<file path="config.mk">
export PLATFORM = sky130hd
export DESIGN_NAME = lmsd_ctrl
export DESIGN_NICKNAME = d
export VERILOG_FILES = /design/src/design/lmsd_pkg.sv /design/src/design/lmsd_ctrl.sv
export SDC_FILE = /design/constraint.sdc
export NUM_CORES = 1
export LEC_CHECK = 0
export BUFFER_PORTS_ARGS = -buffer_cell sky130_fd_sc_hd__buf_2
export CAP_MARGIN = 20
export CORE_AREA = 2 2 39 41
export CTS_BUF_LIST = sky130_fd_sc_hd__clkbuf_2 sky130_fd_sc_hd__clkbuf_4 sky130_fd_sc_hd__clkbuf_8
export CTS_CLUSTER_DIAMETER = 100
export CTS_CLUSTER_SIZE = 30
export DETAILED_ROUTE_END_ITERATION = 6
export DIE_AREA = 0 0 41 43
export PLACE_DENSITY = 0.41
export REMOVE_ABC_BUFFERS = 1
export SYNTH_ARGS = -nofsm -noshare
export SYNTH_HDL_FRONTEND = slang
export SYNTH_SLANG_ARGS = --single-unit
</file>
<file path="constraint.sdc">
create_clock -name clk -period 1.33 [get_ports clk]
set_input_delay 0.0665 -clock clk [delete_from_list [all_inputs] [get_ports clk]]
set_output_delay 0.0665 -clock clk [all_outputs]
set_load 0.02 [all_outputs]
</file>
<file path="src/design/lmsd_pkg.sv">
// Shared types and the colour map for the LED matrix scan driver.
// No dependencies; the files that use it refer to it by scoped names.
`timescale 1ns / 1ps

package lmsd_pkg;

  // Operation carried by each input word
  typedef enum logic [1:0] {
    MODE_WRITE = 2'd0,
    MODE_FILL  = 2'd1,
    MODE_READ  = 2'd2,
    MODE_TICK  = 2'd3
  } mode_t;

  // Commands from the controller to the datapath
  typedef struct packed {
    logic latch;      // capture the accepted input word
    logic mem_write;  // single pixel write of the captured word
    logic fill_write; // one column of a row fill
    logic commit;     // load the result register and advance the scan
  } ctrl_cmd_t;

  // Status from the datapath to the controller
  typedef struct packed {
    mode_t mode;      // mode of the captured word
    logic  fill_last; // fill counter sits on the last column
    logic  out_free;  // result register can take a new word
  } ctrl_sts_t;

  // Colour code to RGB, bit2 red, bit1 green, bit0 blue
  function automatic logic [2:0] code_to_rgb(input logic [7:0] code);
    logic [2:0] rgb;
    case (code)
      8'd0:    rgb = 3'b000; // black
      8'd1:    rgb = 3'b100; // red
      8'd2:    rgb = 3'b110; // yellow
      8'd3:    rgb = 3'b010; // green
      8'd4:    rgb = 3'b011; // cyan
      8'd5:    rgb = 3'b001; // blue
      8'd6:    rgb = 3'b101; // purple
      8'd7:    rgb = 3'b111; // white
      default: rgb = 3'b000; // unknown codes show black
    endcase
    return rgb;
  endfunction

endpackage

</file>
<file path="src/design/lmsd_ctrl.sv">
// Sequencing state machine of the scan driver.
// Depends on lmsd_pkg for the command and status structs.
`timescale 1ns / 1ps

module lmsd_ctrl (
  input  logic                clk,
  input  logic                rst,
  input  logic                in_valid,
  output logic                in_ready,
  input  lmsd_pkg::ctrl_sts_t sts,
  output lmsd_pkg::ctrl_cmd_t cmd
);

  typedef enum logic [1:0] {
    ST_IDLE,
    ST_FETCH,
    ST_FILL,
    ST_FINISH
  } state_t;

  state_t state;
  state_t state_next;

  // State register
  always_ff @(posedge clk) begin
    if (rst) begin
      state <= ST_IDLE;
    end else begin
      state <= state_next;
    end
  end

  assign in_ready = (state == ST_IDLE);

  // Next state and datapath commands
  always_comb begin
    state_next     = state;
    cmd            = '0;
    case (state)
      ST_IDLE: begin
        if (in_valid) begin
          cmd.latch  = 1'b1;
          state_next = ST_FETCH;
        end
      end
      ST_FETCH: begin
        // memory reads for read and tick land at the end of this cycle
        cmd.mem_write = (sts.mode == lmsd_pkg::MODE_WRITE);
        state_next    = (sts.mode == lmsd_pkg::MODE_FILL) ? ST_FILL : ST_FINISH;
      end
      ST_FILL: begin
        cmd.fill_write = 1'b1;
        if (sts.fill_last) begin
          state_next = ST_FINISH;
        end
      end
      ST_FINISH: begin
        // wait here while the receiver holds the previous word
        if (sts.out_free) begin
          cmd.commit = 1'b1;
          state_next = ST_IDLE;
        end
      end
      default: begin
        state_next = ST_IDLE;
      end
    endcase
  end

endmodule

</file>
After elaboration in Yosys (flattened, before gate mapping)
Index checks and enable logic that the tools add are counted.
Operators by class
  eq/ne operators: 7
  shift-type cells: 0
  muxes and demuxes: 11
  reduce and logical (&&, ||, !) cells: 3
  order comparisons: 0
  add/subtract/negate cells: 0
  divide/modulo/power cells: 0
  $mul: 0
  bitwise operators: 0
Operators by type and width (count)
  $pmux W2 S4: 1
  $mux W1: 7
  $mux W2: 3
  $ne A2 B2 Y1 const B: 3
  $eq A2 B1 Y1 const B: 2
  $eq A2 B2 Y1 const B: 2
  $logic_not A2 Y1: 2
  $reduce_and A3 Y1: 1
Word-level totals
  bits in read-only memories: 0
  bits in writable memories: 0
  logic and storage cells: 22
  memories kept: 0
  input port bits: 7
  output and inout port bits: 5
  bits in registers: 2
  latch bits: 0

Logic depth before layout (Yosys ltp)
Gate-level depths: netlist of the first run.
  depth after elaboration: 3
  depth in mapped cells: 5
  gate-level depth less buffers: 5

Worst setup path after synthesis of the first run
OpenSTA, ideal clock, no wires.
  kind: reg2reg
  start: reg state[0]
  end: reg state[1]
  clock period less this slack: 1.553 ns
  path buffers: 0
  arrival time: 1.483 ns
  path slack: -0.223 ns
  setup time: 0.070 ns
  required time: 1.260 ns
  cell stages (with the launch flop): 6
  cell sequence: dfxtp_1 -> inv_1 -> ha_1 -> nor2b_1 -> or4b_1 -> a21oi_1
On the way
  word-level cells in the longest chain between the ends: 3
  elaborated cells between the ends (all ways): 9
  those cells by class: 6 x eq/ne; 1 x mux; 2 x reduce/logical
RTL lines
  from (decl): line lmsd_ctrl.sv:21  | state_t state;
  from (signal assigned): line lmsd_ctrl.sv:29  | state <= state_next;
  $eq A2 B2 Y1 / $logic_not A2 Y1 (equally long branches): line lmsd_ctrl.sv:39  | case (state)
  $ne A2 B2 Y1 (no line)
  $reduce_and A3 Y1 (no line)
Parallel ways exist; a longest one is shown, timed or not.
A chain may end at the register's enable or synchronous reset.

Worst setup path in the final report of the first run
  start: reg state[1]
  end: reg state[1]
The elaborated chain is that of the path after synthesis.

==> results of run 1 <==
metrics by stage:
step | cell area (µm²) | std cells
2_1_floorplan | 200 | 22
3_3_place_gp | 305 | 53
3_5_place_dp | 305 | 53
4_1_cts | 385 | 57
5_1_grt | 437 | 57
6_report | 437 | 57
what timing repair did:
item,CTS,global route
endpoints found under the setup margin,3,3
pin swaps,3,3
resized for setup,16,12
setup buffers,1,0
report_power, final:
| part | total [mW] | internal [mW] | switching (mW) |
|---|---|---|---|
| clock network | 0.133 | 0.0994 | 0.0331 |
| registers | 0.163 | 0.108 | 0.0551 |
| logic | 0.701 | 0.393 | 0.307 |
| total | 0.997 | 0.601 | 0.395 |
area by class of cell:
class | instances | share of cell area
multi-input cells | 18 | 0.547
repair buffers | 16 | 0.218
flip-flops and latches | 2 | 0.109
clock buffers | 3 | 0.0516
well taps | 16 | 0.0458
inverters | 2 | 0.0287
layer usage:
metal / share of wire / vias up / global-route usage / wire length (µm)
met5: 0 / - / 0 / 0
met4: 0 / 0 / 0.0600 / 0
met3: 0.061 / 0 / 0.0314 / 34
met2: 0.58 / 7 / 0.0875 / 324
met1: 0.36 / 111 / 0.0735 / 201
li1: - / 118 / - / -
worst register-to-register path: cells and delay by family (launching register included):
| kind | cells | cell delay [ps] |
|---|---|---|
| adders and majority gates | 1 | 170 |
| AOI/OAI and AO/OA | 1 | 130 |
| DFF | 1 | 360 |
| and+or+nand+nor | 2 | 660 |
logic make-up after synthesis:
| kind of cell | after synthesis | share of synthesized area |
|---|---|---|
| muxes | 1 | 0.0500 |
| buffers and inverters | 2 | 0.0375 |
| AOI/OAI and AO/OA | 5 | 0.188 |
| DFF | 2 | 0.200 |
| adders and majority gates | 4 | 0.250 |
| and+or+nand+nor | 8 | 0.275 |
cell usage after synthesis:
library cell  instances
and2_1                2
inv_1                 2
a21oi_1               1
nor2b_1               3
a211oi_1              1
mux2i_1               1
o31ai_1               1
or4b_1                1
nor3b_1               1
dfxtp_1               2
nand2b_1              1
a2111oi_0             1
ha_1                  4
o31a_1                1
how the worst min path moves through the flow:
stage | from | to | cells past startpoint
after floorplan | rst | state[1] | 1
after global placement | rst | state[1] | 2
after detailed placement | rst | state[0] | 2
after CTS | rst | state[1] | 2
after global routing | rst | state[1] | 2
final | rst | state[1] | 2
==> impl_table.tex, run 1 <==
\begin{tabular}{lr}
\hline
Metric & Value \\
\hline
\multicolumn{2}{l}{\textbf{Status}} \\
\quad Result of the run & complete, but fails checks \\
\quad Failing checks & setup timing \\
\multicolumn{2}{l}{\textbf{STA}} \\
\quad Ratio of final minimum period to clock period & 1.05 \\
\quad Fmax achieved & 0.715 GHz \\
\quad Setup repair after global routing missed its margin & true \\
\quad Final count of hold timing violations & 0 \\
\quad Final setup violation count & 2 \\
\quad Tmin final & 1400 ps \\
\quad Slew at the pin closest to its max-slew limit & 359 ps \\
\quad Smallest setup slack after layout & -68.8 ps \\
\quad Setup TNS & -74.8 ps \\
\quad WHS & 32.3 ps \\
\quad Worst Skew & 4.79 ps \\
\quad Slew HR & 0.760 \\
\quad Number of pins exceeding their max-slew limit in the final report & 0 \\
\multicolumn{2}{l}{\textbf{Clocking}} \\
\quad Clk pin slew, worst setup/hold paths & 30 ps \\
\quad CTS Hold Buffers Added & 0 \\
\quad H-tree level count & 1 \\
\quad CTS root buffer & clkbuf\_4 \\
\quad Buffers from clock root to sink, at most & 2 \\
\quad Clock insertion delay at the later pin of the skew report & 220 ps \\
\quad Clock tree from TritonCTS & built \\
\quad CTS Sinks & 2 \\
\quad Number of clock buffers inserted by TritonCTS & 3 \\
\multicolumn{2}{l}{\textbf{Yosys}} \\
\quad Synth warnings & 0 \\
\quad Cells after Synth & 22 \\
\quad FF+latch count, synth & 2 \\
\quad Post-synth top area cell & ha\_1 \\
\quad Largest cells by area after synthesis & ha\_1 25\%, dfxtp\_1 20\%, nor2b\_1 9.4\% \\
\quad Syn Std Cell Area & 200 µm² \\
\quad Sequential share of the synthesized area & 0.200 \\
\quad Count of distinct cell types in the synthesized netlist & 14 \\
\quad Mapped Avg Cell Area & 9.10 µm² \\
\quad Top cell type's share of synthesized area & 0.250 \\
\multicolumn{2}{l}{\textbf{Floorplanning}} \\
\quad Row Count & 14 \\
\quad Height of the die & 43 µm \\
\quad Placeable core region & 1380 µm² \\
\quad Initial Utilization & 0.145 \\
\quad I/O pin cnt & 12 \\
\quad Die outline width & 41 µm \\
\quad Die Area & 1760 µm² \\
\multicolumn{2}{l}{\textbf{Worst setup path}} \\
\quad Reg2reg end & state[1] \\
\quad Kind of launch point of the worst setup path & flop \\
\quad CP startpoint & state[1] \\
\quad Kind of critical path & flop to flop \\
\quad Kind of end point of the critical path & flop \\
\quad Worst Path Arrival & 1550 ps \\
\quad CP max stage cell & or4b\_4 \\
\quad Largest delay contributor family on the critical path & simple AND/OR/NAND/NOR gates \\
\quad Worst Setup EP & state[1] \\
\quad Crit path required time & 1480 ps \\
\quad WP depth & 4 \\
\quad Delay of the slowest critical-path stage & 530 ps \\
\quad Critical-path cell list & ha\_2 > nor2b\_4 > or4b\_4 > a21oi\_2 \\
\quad Startpoint of the lowest-slack register-to-register path & state[1] \\
\quad Maximum fanout encountered on the critical timing path & 4 \\
\quad Count of cells along the worst register-to-register path & 4 \\
\quad Setup slack of the worst register-to-register path & -70 ps \\
\quad Crit path buf inv count & 0 \\
\multicolumn{2}{l}{\textbf{Final layout}} \\
\quad FILL cells & 149 \\
\quad Final design utilization & 0.316 \\
\quad Reg area & 47.5 µm² \\
\quad Nets & 54 \\
\quad Inserted Diodes & 0 \\
\quad Layout cells sized above 1 & 0.854 \\
\quad Combined area of the multi-input logic cells & 239 µm² \\
\quad Number of flip-flops in the largest register & 2 \\
\quad Largest Register & state \\
\quad Leading cell types in the layout, fill and taps excluded & 10 x buf\_2, 6 x buf\_4, 3 x nor2b\_4, 3 x ha\_4, 3 x clkbuf\_4 \\
\quad Layout overhead on the synthesized area & 118\% \\
\quad Most common library cell in the layout ignoring fill and taps & buf\_2 \\
\quad Largest registers in the final layout & state: 2 flops \\
\multicolumn{2}{l}{\textbf{Route}} \\
\quad Final routed wirelength across all metal layers & 561 µm \\
\quad Number of remaining DRC errors & 0 \\
\quad Number of vias per cell & 4.14 \\
\quad Post-detailed-route wirelength per cell & 9.84 µm \\
\quad Initial drt markers & 1 \\
\quad Count of TritonRoute iterations in the first routing pass & 2 \\
\quad DRT antenna net count & 0 \\
\quad Total via count after detailed routing & 236 \\
\multicolumn{2}{l}{\textbf{Flow run}} \\
\quad Number of violations of the max-capacitance limit & 0 \\
\multicolumn{2}{l}{\textbf{Placed design}} \\
\quad Post-DP HPWL & 372 µm \\
\quad Gp weighted congestion & 0.756 \\
\quad Worst setup slack before clock tree synthesis & -201 ps \\
\quad Number of I/O port buffers & 11 \\
\multicolumn{2}{l}{\textbf{Global routing}} \\
\quad Antenna violations before repair & 0 \\
\quad Final global-route overflow total & 0 \\
\quad Overall Global Routing Usage & 0.0661 \\
\quad Via count of the first global-routing pass & 195 \\
\quad Wire length of the first global-routing pass & 738 µm \\
\quad Maximum number of pins on one net before global-route repair & 5 \\
\multicolumn{2}{l}{\textbf{Pwr}} \\
\quad Highest ir drop seen on vdd & 0.688 mV \\
\quad Cell area power density & 2280 nW/µm² \\
\quad Total chip power & 0.997 mW \\
\quad Leakage Power & 0.188 nW \\
\multicolumn{2}{l}{\textbf{Hold path}} \\
\quad Tightest Hold Check Type & input port to flop \\
\hline
\end{tabular}
(Power assumes the default switching activity.)
==> run 2, diff against run 1 <==
- CTS_BUF_LIST: sky130_fd_sc_hd__clkbuf_2 sky130_fd_sc_hd__clkbuf_4 sky130_fd_sc_hd__clkbuf_8 -> sky130_fd_sc_hd__clkbuf_8
- CTS_CLUSTER_DIAMETER: 100 -> not set
==> impl_table.tex, run 2 (synthesis results as in run 1) <==
\begin{tabular}{lr}
\hline
Metric & Value \\
\hline
\multicolumn{2}{l}{\textbf{Pwr}} \\
\quad Switching power summed over all nets & 0.393 mW (was 0.395 mW) \\
\quad Cell area power density & 2410 nW/µm² (was 2280 nW/µm²) \\
\quad Proportion of power drawn by combinational gates & 0.629 (was 0.703) \\
\quad Cell-internal power & 0.683 mW (was 0.601 mW) \\
\quad Leakage Power & 0.194 nW (was 0.188 nW) \\
\quad Clock share of power & 0.218 (was 0.133) \\
\quad Sw Share & 0.365 (was 0.397) \\
\quad Highest ir drop seen on vdd & 0.640 mV (was 0.688 mV) \\
\quad Proportion of power drawn by flip-flops and latches & 0.152 (was 0.164) \\
\multicolumn{2}{l}{\textbf{STA}} \\
\quad Fmax achieved & 0.711 GHz (was 0.715 GHz) \\
\quad Number of pins exceeding their max-slew limit in the final report & 0 (unchanged) \\
\quad Tmin final & 1410 ps (was 1400 ps) \\
\quad Slew at the pin closest to its max-slew limit & 330 ps (was 359 ps) \\
\quad Final count of hold timing violations & 0 (unchanged) \\
\quad Final setup violation count & 1 (was 2) \\
\quad Setup repair after global routing missed its margin & true (unchanged) \\
\quad Slew HR & 0.779 (was 0.760) \\
\quad Smallest setup slack after layout & -76.6 ps (was -68.8 ps) \\
\quad WHS & 51.5 ps (was 32.3 ps) \\
\quad Worst Skew & 3.12 ps (was 4.79 ps) \\
\quad Ratio of final minimum period to clock period & 1.06 (was 1.05) \\
\multicolumn{2}{l}{\textbf{Global routing}} \\
\quad Final global-route overflow total & 0 (unchanged) \\
\quad Overall Global Routing Usage & 0.0681 (was 0.0661) \\
\quad Wire length of the first global-routing pass & 765 µm (was 738 µm) \\
\quad Via count of the first global-routing pass & 193 (was 195) \\
\quad Antenna violations before repair & 0 (unchanged) \\
\quad Maximum number of pins on one net before global-route repair & 5 (unchanged) \\
\multicolumn{2}{l}{\textbf{Final layout}} \\
\quad FILL cells & 153 (was 149) \\
\quad Nets & 54 (unchanged) \\
\quad Final design utilization & 0.322 (was 0.316) \\
\quad Leading cell types in the layout, fill and taps excluded & 10 x buf\_2, 6 x buf\_4, 3 x nor2b\_4, 3 x clkbuf\_8 (was 10 x buf\_2, 6 x buf\_4, 3 x nor2b\_4, 3 x ha\_4, 3 x clkbuf\_4) \\
\quad Number of flip-flops in the largest register & 2 (unchanged) \\
\quad Layout overhead on the synthesized area & 122\% (was 118\%) \\
\quad Inserted Diodes & 0 (unchanged) \\
\quad Most common library cell in the layout ignoring fill and taps & buf\_2 (unchanged) \\
\quad Layout cells sized above 1 & 0.854 (unchanged) \\
\quad Largest registers in the final layout & state: 2 flops (unchanged) \\
\quad Largest Register & state (unchanged) \\
\quad Final instance area & 445 µm² (was 437 µm²) \\
\multicolumn{2}{l}{\textbf{Clocking}} \\
\quad Clock insertion delay at the later pin of the skew report & 210 ps (was 220 ps) \\
\quad CTS Sinks & 2 (unchanged) \\
\quad Clk pin slew, worst setup/hold paths & 30 ps (about the same) \\
\quad CTS root buffer & clkbuf\_8 (was clkbuf\_4) \\
\quad H-tree level count & 1 (unchanged) \\
\quad Number of clock buffers inserted by TritonCTS & 3 (unchanged) \\
\quad Clock tree from TritonCTS & built (unchanged) \\
\quad Buffers from clock root to sink, at most & 2 (unchanged) \\
\multicolumn{2}{l}{\textbf{Floorplanning}} \\
\quad I/O pin cnt & 12 (unchanged) \\
\quad Height of the die & 43 µm (unchanged) \\
\quad Die outline width & 41 µm (unchanged) \\
\quad Initial Utilization & 0.145 (unchanged) \\
\quad Row Count & 14 (unchanged) \\
\quad Die Area & 1760 µm² (unchanged) \\
\quad Placeable core region & 1380 µm² (unchanged) \\
\multicolumn{2}{l}{\textbf{Status}} \\
\quad Failing checks & setup timing (unchanged) \\
\quad Result of the run & complete, but fails checks (unchanged) \\
\multicolumn{2}{l}{\textbf{Route}} \\
\quad Final routed wirelength across all metal layers & 554 µm (was 561 µm) \\
\quad Initial drt markers & 3 (was 1) \\
\quad Total via count after detailed routing & 229 (was 236) \\
\quad Number of vias per cell & 4.02 (was 4.14) \\
\quad Number of remaining DRC errors & 0 (unchanged) \\
\quad DRT antenna net count & 0 (unchanged) \\
\quad Post-detailed-route wirelength per cell & 9.72 µm (was 9.84 µm) \\
\quad Count of TritonRoute iterations in the first routing pass & 2 (unchanged) \\
\multicolumn{2}{l}{\textbf{Hold path}} \\
\quad Tightest Hold Check Type & input port to flop (unchanged) \\
\quad Worst Hold Launch & rst (unchanged) \\
\multicolumn{2}{l}{\textbf{Worst setup path}} \\
\quad CP max stage cell & or4b\_4 (unchanged) \\
\quad Delay of the slowest critical-path stage & 510 ps (was 530 ps) \\
\quad CP startpoint & state[1] (unchanged) \\
\quad Kind of end point of the critical path & flop (unchanged) \\
\quad Worst Path Arrival & 1540 ps (was 1550 ps) \\
\quad Critical-path cell list & inv\_4 > ha\_4 > nor2b\_4 > or4b\_4 > a21oi\_2 (was ha\_2 > nor2b\_4 > or4b\_4 > a21oi\_2) \\
\quad Crit path required time & 1460 ps (was 1480 ps) \\
\quad Kind of critical path & flop to flop (unchanged) \\
\quad Startpoint of the lowest-slack register-to-register path & state[1] (unchanged) \\
\quad Maximum fanout encountered on the critical timing path & 4 (unchanged) \\
\quad Kind of launch point of the worst setup path & flop (unchanged) \\
\multicolumn{2}{l}{\textbf{Placed design}} \\
\quad Worst setup slack before clock tree synthesis & -201 ps (unchanged) \\
\quad Instance area at placement & 305 µm² (unchanged) \\
\quad Post-DP HPWL & 372 µm (unchanged) \\
\quad Gp weighted congestion & 0.756 (unchanged) \\
\quad Number of I/O port buffers & 11 (unchanged) \\
\multicolumn{2}{l}{\textbf{Flow run}} \\
\quad Number of violations of the max-capacitance limit & 0 (unchanged) \\
\hline
\end{tabular}
[run 2: cell counts in the layout (fill, tap and decap cells not counted)]
No cell type changed its count.
[run 2: cell type report]
type / count / area, µm² / area share
clock buffers: 3 / 41.3 / 0.0927
inverters: 2 / 12.5 / 0.0281
multi-input cells: 18 / 229 / 0.514
flip-flops and latches: 2 / 47.5 / 0.107
well taps: 16 / 20.0 / 0.0449
repair buffers: 16 / 95.1 / 0.213
[run 2: timing repair]
item,in CTS,in global routing
setup endpoints to repair,3,3
cloned,0,0
gates resized for setup,16,11
hold buffers,0,0
endpoints found under the hold margin,0,0
pin swaps,3,3
buffers inserted,1,0
[run 2: worst paths after layout]
kind | cells past startpoint | end | slack, ps
setup / recovery | 5 | state[1] | -80
hold / removal | 2 | state[1] | 50
setup reg to reg | 5 | state[1] | -80
hold reg to reg | 1 | state[0] | 470
[run 2: layer usage]
layer / part of all wire / track usage / wire (µm)
met3: 0.061 / 0.0314 / 34
met4: 0 / 0.0600 / 0
met2: 0.55 / 0.0875 / 304
met5: 0 / 0 / 0
met1: 0.39 / 0.0799 / 215
[run 2: power by group through the flow]
stage / sequential (mW) / combinational (mW) / clock [mW]
6_report: 0.164 / 0.677 / 0.235
5_1_grt: 0.170 / 0.747 / 0.250
4_1_cts: 0.132 / 0.610 / 0.246
3_5_place_dp: 0.121 / 0.481 / 0
3_3_place_gp: 0.126 / 0.492 / 0
2_1_floorplan: 0.117 / 0.291 / 0
[run 2: critical path: cells and delay by family (launching register included)]
family	cells	cell delay, ps
compound gates	1	130
simple gates	2	630
flops	1	370
buf+inv	1	40
fa+ha+maj	1	150
[run 2: stage by stage]
step / TNS, ps / power [mW] / instances
2_1_floorplan: -345 / 0.407 / 22
3_3_place_gp: -340 / 0.618 / 53
3_5_place_dp: -352 / 0.602 / 53
4_1_cts: -128 / 0.988 / 57
5_1_grt: -166 / 1.17 / 57
6_report: -76.6 / 1.08 / 57
==> run 3, diff against run 2 <==
- CORE_AREA: 2 2 39 41 -> 10 10 47 49
- DIE_AREA: 0 0 41 43 -> 0 0 57 59
==> impl_table.tex, run 3 (synthesis results as in run 1) <==
\begin{tabular}{lr}
\hline
Metric & Value \\
\hline
\multicolumn{2}{l}{\textbf{Placed design}} \\
\quad Gp weighted congestion & 0.786 (was 0.756) \\
\quad Worst setup slack before clock tree synthesis & -203 ps (was -201 ps) \\
\quad Number of I/O port buffers & 11 (unchanged) \\
\multicolumn{2}{l}{\textbf{Global routing}} \\
\quad Maximum number of pins on one net before global-route repair & 6 (was 5) \\
\quad Final global-route overflow total & 0 (unchanged) \\
\quad Wire length of the first global-routing pass & 1100 µm (was 765 µm) \\
\quad Via count of the first global-routing pass & 254 (was 193) \\
\quad Antenna violations before repair & 0 (unchanged) \\
\quad Overall Global Routing Usage & 0.0415 (was 0.0681) \\
\multicolumn{2}{l}{\textbf{Worst setup path}} \\
\quad Critical-path cell list & inv\_4 > ha\_4 > nor2b\_4 > or4b\_4 > a21oi\_2 (unchanged) \\
\quad Delay of the slowest critical-path stage & 530 ps (was 510 ps) \\
\quad Kind of critical path & flop to flop (unchanged) \\
\quad Maximum fanout encountered on the critical timing path & 3 (was 4) \\
\quad Kind of end point of the critical path & flop (unchanged) \\
\quad CP max stage cell & or4b\_4 (unchanged) \\
\quad Worst Path Arrival & 1540 ps (about the same) \\
\quad Crit path required time & 1470 ps (was 1460 ps) \\
\quad Crit path buf inv count & 1 (unchanged) \\
\quad Kind of launch point of the worst setup path & flop (unchanged) \\
\quad Count of cells along the worst register-to-register path & 5 (unchanged) \\
\quad Largest delay contributor family on the critical path & simple AND/OR/NAND/NOR gates (unchanged) \\
\quad WP depth & 5 (unchanged) \\
\multicolumn{2}{l}{\textbf{Final layout}} \\
\quad Number of flip-flops in the largest register & 2 (unchanged) \\
\quad Layout overhead on the synthesized area & 136\% (was 122\%) \\
\quad Layout cells sized above 1 & 0.878 (was 0.854) \\
\quad Nets & 54 (unchanged) \\
\quad Leading cell types in the layout, fill and taps excluded & 9 x buf\_2, 4 x buf\_4 (was 10 x buf\_2, 6 x buf\_4, 3 x nor2b\_4, 3 x clkbuf\_8) \\
\quad Most common library cell in the layout ignoring fill and taps & buf\_2 (unchanged) \\
\quad Largest registers in the final layout & state: 2 flops (unchanged) \\
\quad Largest Register & state (unchanged) \\
\quad Inserted Diodes & 0 (unchanged) \\
\multicolumn{2}{l}{\textbf{Floorplanning}} \\
\quad Die outline width & 57 µm (was 41 µm) \\
\quad I/O pin cnt & 12 (unchanged) \\
\quad Height of the die & 59 µm (was 43 µm) \\
\quad Die Area & 3360 µm² (was 1760 µm²) \\
\quad Placeable core region & 1400 µm² (was 1380 µm²) \\
\quad Row Count & 14 (unchanged) \\
\quad Initial Utilization & 0.143 (was 0.145) \\
\multicolumn{2}{l}{\textbf{STA}} \\
\quad WHS & 53.3 ps (was 51.5 ps) \\
\quad Final count of hold timing violations & 0 (unchanged) \\
\quad Final setup violation count & 3 (was 1) \\
\quad Smallest setup slack after layout & -76.0 ps (was -76.6 ps) \\
\quad Tmin final & 1410 ps (about the same) \\
\quad Worst Skew & 0.127 ps (was 3.12 ps) \\
\quad Number of pins exceeding their max-slew limit in the final report & 0 (unchanged) \\
\quad Slew HR & 0.785 (was 0.779) \\
\quad Setup repair after global routing missed its margin & true (unchanged) \\
\quad Ratio of final minimum period to clock period & 1.06 (about the same) \\
\quad Fmax achieved & 0.711 GHz (about the same) \\
\quad Slew at the pin closest to its max-slew limit & 322 ps (was 330 ps) \\
\multicolumn{2}{l}{\textbf{Pwr}} \\
\quad Total chip power & 1.18 mW (was 1.08 mW) \\
\quad Cell-internal power & 0.752 mW (was 0.683 mW) \\
\quad Leakage Power & 0.203 nW (was 0.194 nW) \\
\quad Proportion of power drawn by flip-flops and latches & 0.136 (was 0.152) \\
\quad Highest ir drop seen on vdd & 0.753 mV (was 0.640 mV) \\
\quad Switching power summed over all nets & 0.429 mW (was 0.393 mW) \\
\quad Clock share of power & 0.200 (was 0.218) \\
\quad Sw Share & 0.363 (was 0.365) \\
\quad Cell area power density & 2500 nW/µm² (was 2410 nW/µm²) \\
\quad Proportion of power drawn by combinational gates & 0.665 (was 0.629) \\
\multicolumn{2}{l}{\textbf{Route}} \\
\quad Post-detailed-route wirelength per cell & 12.4 µm (was 9.72 µm) \\
\quad Final routed wirelength across all metal layers & 707 µm (was 554 µm) \\
\quad Total via count after detailed routing & 228 (was 229) \\
\quad Initial drt markers & 2 (was 3) \\
\quad Number of remaining DRC errors & 0 (unchanged) \\
\quad Count of TritonRoute iterations in the first routing pass & 2 (unchanged) \\
\quad DRT antenna net count & 0 (unchanged) \\
\quad Number of vias per cell & 4.00 (was 4.02) \\
\multicolumn{2}{l}{\textbf{Clocking}} \\
\quad H-tree level count & 1 (unchanged) \\
\quad Number of clock buffers inserted by TritonCTS & 3 (unchanged) \\
\quad CTS Hold Buffers Added & 0 (unchanged) \\
\quad Clock insertion delay at the later pin of the skew report & 210 ps (about the same) \\
\quad CTS Sinks & 2 (unchanged) \\
\quad Clk pin slew, worst setup/hold paths & 30 ps (about the same) \\
\quad Buffers from clock root to sink, at most & 2 (unchanged) \\
\quad CTS root buffer & clkbuf\_8 (unchanged) \\
\quad Clock tree from TritonCTS & built (unchanged) \\
\multicolumn{2}{l}{\textbf{Hold path}} \\
\quad Worst hold stages & 2 (unchanged) \\
\quad Tightest Hold Check Type & input port to flop (unchanged) \\
\multicolumn{2}{l}{\textbf{Status}} \\
\quad Result of the run & complete, but fails checks (unchanged) \\
\quad Failing checks & setup timing (unchanged) \\
\multicolumn{2}{l}{\textbf{Flow run}} \\
\quad Number of violations of the max-capacitance limit & 0 (unchanged) \\
\hline
\end{tabular}
-- run 3: cell counts in the layout (fill, tap and decap cells not counted) --
Identical to the previous run, type by type.
-- run 3: cell type report --
class                      instances  area (µm²)
fill                             158         930
multi-input combinational         18         241
timing repair buffer              16         109
sequential                         2        47.5
clock buffer                       3        41.3
tap                               16        20.0
inverter                           2        12.5
-- run 3: per-layer routing --
layer  GRT usage  vias up  share of wire
li1            -      118              -
met1      0.0427      105           0.38
met2      0.0651        5           0.56
met3      0.0193        0          0.066
met4      0.0302        0              0
met5           0        -              0
-- run 3: power by group through the flow --
stage               clock network, mW  logic [mW]  registers [mW]
detailed placement                  0       0.468           0.121
finish                          0.236       0.784           0.160
global placement                    0       0.472           0.119
floorplan                           0       0.291           0.117
global route                    0.253       0.840           0.167
CTS                             0.244       0.671           0.156
-- run 3: final timing paths --
kind / endpoint / start / slack, ps
max: state[1] / state[0] / -80
min: state[1] / rst / 50
max reg2reg: state[1] / state[0] / -80
min reg2reg: state[1] / state[1] / 550
-- run 3: worst register-to-register path: stages (launching register included) --
cell     delay (ps)
dfxtp_4         350
inv_4            50
ha_4            150
nor2b_4         130
or4b_4          530
a21oi_2         120
-- run 3: stage by stage --
step / cells / TNS (ps) / util / cell area [µm²]
final: 57 / -111 / 0.337 / 472
after global routing: 57 / -295 / 0.337 / 472
after CTS: 57 / -160 / 0.310 / 434
after detailed placement: 52 / -365 / 0.213 / 298
after global placement: 52 / -394 / 0.213 / 298
after floorplan: 22 / -345 / - / 200
-- run 3: repair_timing --
action / 4_1_cts / 5_1_grt
setup endpoints to repair: 4 / 4
gates resized for setup: 25 / 8
pin swaps: 4 / 2
buffers inserted: 2 / 0
